===== src/sv/bct_pkg.sv =====
// Shared types and codes for the box containment test.
package bct_pkg;

  localparam int unsigned MODE_WIDTH      = 2;
  localparam int unsigned CFG_INDEX_WIDTH = 3;
  localparam int unsigned AXES            = 3;

  typedef logic [MODE_WIDTH-1:0]      mode_t;
  typedef logic [CFG_INDEX_WIDTH-1:0] cfg_index_t;

  // shape kinds; every other code is an unknown kind
  localparam mode_t MODE_SPHERE = 2'd0;
  localparam mode_t MODE_BOX    = 2'd1;

  // room bound register indexes
  localparam cfg_index_t REG_MIN_X = 3'd0;
  localparam cfg_index_t REG_MAX_X = 3'd1;
  localparam cfg_index_t REG_MIN_Y = 3'd2;
  localparam cfg_index_t REG_MAX_Y = 3'd3;
  localparam cfg_index_t REG_MIN_Z = 3'd4;
  localparam cfg_index_t REG_MAX_Z = 3'd5;

  // axis slots in the bound and extent arrays
  localparam int unsigned AXIS_X = 0;
  localparam int unsigned AXIS_Y = 1;
  localparam int unsigned AXIS_Z = 2;

  // pipeline stage load enables
  typedef struct packed {
    logic a;
    logic b;
    logic c;
    logic d;
  } stage_en_t;

endpackage


===== src/sv/bct_extent.sv =====
// Product and rounding stages that turn half sizes and yaw into axis extents.
module bct_extent #(
  parameter int COORD_WIDTH = 24,
  parameter int TRIG_WIDTH  = 16
) (
  input  logic                   clk,
  input  bct_pkg::stage_en_t     en,
  input  bct_pkg::mode_t         mode,
  input  logic [COORD_WIDTH-2:0] half_x,
  input  logic [COORD_WIDTH-2:0] half_y,
  input  logic [COORD_WIDTH-2:0] half_z,
  input  logic                   quad_odd,
  input  logic [TRIG_WIDTH-1:0]  sin_i,
  input  logic [TRIG_WIDTH-1:0]  sin_qi,
  output logic [COORD_WIDTH:0]   ext [bct_pkg::AXES],
  output logic                   known
);
  import bct_pkg::*;

  localparam int FRAC = TRIG_WIDTH - 1;
  localparam int PW   = COORD_WIDTH - 1 + TRIG_WIDTH;
  localparam int SW   = PW + 1;
  localparam int EW   = COORD_WIDTH + 1;
  localparam logic [SW-1:0] RND = {{(SW-1){1'b0}}, 1'b1} << (FRAC - 1);

  logic [TRIG_WIDTH-1:0] abs_sin;
  logic [TRIG_WIDTH-1:0] abs_cos;

  logic [PW-1:0]          prod_xc;
  logic [PW-1:0]          prod_zs;
  logic [PW-1:0]          prod_xs;
  logic [PW-1:0]          prod_zc;
  logic [COORD_WIDTH-2:0] hx_b;
  logic [COORD_WIDTH-2:0] hy_b;
  mode_t                  mode_b;

  logic [SW-1:0] sum_x;
  logic [SW-1:0] sum_z;
  logic [EW-1:0] ext_next [AXES];
  logic          known_next;

  assign abs_sin = quad_odd ? sin_qi : sin_i;
  assign abs_cos = quad_odd ? sin_i : sin_qi;

  always_ff @(posedge clk) begin
    if (en.b) begin
      prod_xc <= PW'(half_x) * PW'(abs_cos);
      prod_zs <= PW'(half_z) * PW'(abs_sin);
      prod_xs <= PW'(half_x) * PW'(abs_sin);
      prod_zc <= PW'(half_z) * PW'(abs_cos);
      hx_b    <= half_x;
      hy_b    <= half_y;
      mode_b  <= mode;
    end
  end

  // round each rotated sum once, half up
  assign sum_x = SW'(prod_xc) + SW'(prod_zs) + RND;
  assign sum_z = SW'(prod_xs) + SW'(prod_zc) + RND;

  always_comb begin
    ext_next[AXIS_X] = sum_x[SW-1:FRAC];
    ext_next[AXIS_Y] = EW'(hy_b);
    ext_next[AXIS_Z] = sum_z[SW-1:FRAC];
    known_next       = 1'b0;
    priority if (mode_b == MODE_SPHERE) begin
      for (int i = 0; i < AXES; i++) begin
        ext_next[i] = EW'(hx_b);
      end
      known_next = 1'b1;
    end else if (mode_b == MODE_BOX) begin
      known_next = 1'b1;
    end else begin
      known_next = 1'b0;
    end
  end

  always_ff @(posedge clk) begin
    if (en.c) begin
      ext   <= ext_next;
      known <= known_next;
    end
  end

endmodule


===== config.mk =====
export PLATFORM = sky130hd
export DESIGN_NAME = bct_extent
export DESIGN_NICKNAME = d
export VERILOG_FILES = /design/src/sv/bct_pkg.sv /design/src/sv/bct_extent.sv
export SDC_FILE = /design/constraint.sdc
export NUM_CORES = 2
export LEC_CHECK = 0
export ABC_CLOCK_PERIOD_IN_PS = 11100
export BUFFER_PORTS_ARGS = -buffer_cell sky130_fd_sc_hd__buf_2
export CAP_MARGIN = 10
export CORE_MARGIN = 2
export CORE_UTILIZATION = 30
export CTS_BUF_LIST = sky130_fd_sc_hd__clkbuf_4
export DETAILED_ROUTE_END_ITERATION = 6
export GPL_TIMING_DRIVEN = 0
export PLACE_DENSITY = 0.53
export SETUP_SLACK_MARGIN = 0.05
export SLEW_MARGIN = 40
export SYNTH_ARGS = -nofsm -noshare
export SYNTH_HDL_FRONTEND = slang
export SYNTH_SLANG_ARGS = --single-unit

===== constraint.sdc =====
create_clock -name clk -period 11.1 [get_ports clk]
set_input_delay 1.665 -clock clk [delete_from_list [all_inputs] [get_ports clk]]
set_output_delay 1.665 -clock clk [all_outputs]
set_load 0.005 [all_outputs]

==> impl_metrics.json <==
{
  "ys_async_sr_fraction": 0,
  "hp-start": "hy_b[2]",
  "cap_violations": 0,
  "max_freq_mhz": 97.0,
  "cts_made_buffers": 75,
  "ctsResizeCount": 0,
  "seq_area_um2": 8350,
  "die_h_um": 452,
  "ys_seq_elements": 278,
  "synth_top_flop_cell": "edfxtp_1",
  "endpoint_kind": "flop",
  "hold_class": "flop to flop",
  "setup_viol": 0,
  "holdPathEnd": "ext[27]",
  "r2r_slack_ns": 7.02,
  "startpoint_type": "primary input",
  "routed_via_density": 4.87,
  "r2r.worst_path.cells": 13,
  "core.rowCount": 164,
  "grt_max_degree": 63,
  "cts.sinks": 278,
  "antenna_found_initial": 67,
  "n_fill_cell": 20800,
  "cts_buffer_depth": 3,
  "cp-startpoint": "quad_odd",
  "cts_hold_buf": 0,
  "grt_overflow": 0,
  "rsz0062_at_grt": "false",
  "ant_nets": 0,
  "clk_latency_ns": 0.88,
  "synthCells": 6392,
  "place_hpwl_um": 179000,
  "yosysTopAreaCell": "fa_1",
  "grt_usage": 0.212,
  "cts_tree": "yes",
  "cp_max_fo": 10,
  "ys_top_cells_by_area": "fa_1 (39%), edfxtp_1 (14%), ha_1 (12%), inv_1 (8.5%), and2_1 (6.5%)",
  "avgSynthCellArea_um2": 9.43,
  "final.min_clock_period_ns": 10.31,
  "chipWidth_um": 452,
  "critical_path_required_ns": 11.65,
  "area_delta_synth_final_pct": 9.41,
  "finalHoldViolCount": 0,
  "fin_nets": 8527,
  "num_io_pins": 185,
  "post-cts-setup-buffers": 0,
  "clkTransAtPathRegs_ns": 0.07,
  "place_congestion": 0.969,
  "grt_pass1_wl_um": 315000,
  "min_period_over_period": 0.929,
  "worst_slew_pin_slew_ns": 0.992,
  "yosysWarnings": 0,
  "outcome": "completed",
  "setup_ws_ns": 0.790,
  "critPathKind": "primary input to flop",
  "core_area_um2": 200000,
  "crit_arrival_ns": 10.86,
  "port_buffers": 179,
  "drt-initial-drc-count": 3785,
  "worstHoldPathCells": 2,
  "dp_slack_ns": -0.0640,
  "cts_root_buf": "clkbuf_4",
  "yosysSeqAreaShare": 0.138,
  "crit-reg2reg-launch": "prod_xs[6]",
  "synth.cell_area_um2": 60300,
  "post_drt_wl_per_cell_um": 23.0,
  "synth-edff-count": 278,
  "max_slew_margin": 0.339,
  "grt_pass1_vias": 46400,
  "synth_cell_types": 81,
  "multi_input_area_um2": 45900,
  "report.final.slew_viol_count": 0,
  "vias": 45800,
  "route.detailed.drc": 0,
  "clock_skew_ns": 0.0743,
  "cts-htree-levels": 3,
  "routed_wl_um": 217000,
  "die_area_um2": 205000,
  "start_util": 0.302,
  "dr.pass1.iters": 5,
  "regToRegEndpoint": "ext[19]",
  "synth_top_cell_area_share": 0.388,
  "drive_gt1_frac": 0.0681
}
==> placed cells by master, fill, tap and decap left out, types with 67 or more instances in the layout <==
cell      count
and2_1      622
fa_1       1168
nand2_1     996
xnor2_1      93
clkbuf_2     67
o21ai_0     116
a21o_1      103
clkbuf_4     96
clkbuf_1    211
nor2_1       98
ha_1        594
buf_2       180
a21oi_1     162
edfxtp_1    278
inv_1      1369
==> state kept, by name (all words and copies together), names as in the netlist <==
register,flops
hy_b,23
prod_xc,39
prod_zc,39
mode_b,2
prod_xs,39
hx_b,23
known,1
prod_zs,39
ext,73
==> per-stage QoR <==
stage                     hold WS (ns)  utilization  cells  TNS [ns]  area [um2]
after floorplan                  0.491            -   6393         0       60300
after global placement           0.499        0.323   9228    -14.59       64500
after detailed placement         0.503        0.325   9233    -0.141       64900
after CTS                        0.485        0.329   9348         0       65800
after global routing             0.525        0.330   9400         0       65900
final                            0.499        0.330   9409         0       66000
==> worst max path at each step <==
stage	end	slack, ns	cells after the start
floorplan	prod_xc[37]	2.52	27
global placement	prod_zs[37]	-1.10	24
detailed placement	prod_zs[38]	-0.06	25
CTS	prod_zs[37]	0.92	24
global route	prod_zs[36]	0.54	25
finish	prod_zs[36]	0.79	25
==> layer usage <==
metal | wire, um | track usage | vias up
met3 | 16700 | 0.0391 | 324
met2 | 97700 | 0.326 | 1770
met1 | 88500 | 0.278 | 23600
met4 | 13600 | 0.127 | 12
li1 | - | - | 20100
met5 | 77 | 0 | -
==> critical path, cell delays in order <==
cell and delay (ns):
clkbuf_2 0.28, clkbuf_2 0.41, mux2_2 0.69, buf_1 0.76
nand2_1 0.20, fa_1 0.57, inv_1 0.05, fa_1 0.49
fa_1 0.58, fa_1 0.43, fa_1 0.49, inv_1 0.05
fa_1 0.47, inv_1 0.04, ha_1 0.39, and3_1 0.31
nand4_1 0.24, nand2b_1 0.21, o22ai_1 0.50, o21ai_1 0.22
a21oi_1 0.54, a221oi_2 0.20, o21ai_0 0.20, a21oi_1 0.13
xnor2_2 0.65
==> cells in the mapped netlist, drive strengths merged, types with 14 or more instances <==
library cell / instances
a211oi: 14
a21o: 103
a21oi: 164
a31oi: 24
and2: 622
and3: 16
buf: 21
clkbuf: 277
edfxtp: 278
fa: 1168
ha: 594
inv: 1369
mux2: 32
nand2: 996
nand2b: 18
nand3: 29
nand4: 22
nor2: 100
nor3: 24
o211ai: 16
o21a: 27
o21ai: 123
o21bai: 34
xnor2: 109
xor2: 65
==> cells by family (layout without fill, tap and decap cells) <==
kind of cell    after synthesis  count (layout)  share of synthesized area
xor+xnor                    174             174                     0.0253
simple gates               1873            1873                      0.148
other cells                   1              61                  0.0000622
mux                          35              35                    0.00647
compound gates              602             602                     0.0664
buf+inv                    1667            1968                      0.104
fa+ha+maj                  1762            1762                      0.511
flops                       278             278                      0.138
==> area by class of cell <==
cell class	count	area share
multi-input combinational	4448	0.696
tap	2656	0.0504
buffer	298	0.0184
clock buffer	96	0.0109
sequential	278	0.127
inverter	1369	0.0779
antenna	59	0.00224
timing repair buffer	186	0.0160
clock inverter	19	0.00199
Power is not shown: default switching activity piles up to over one toggle a cycle in this logic, so the estimate is an artifact.
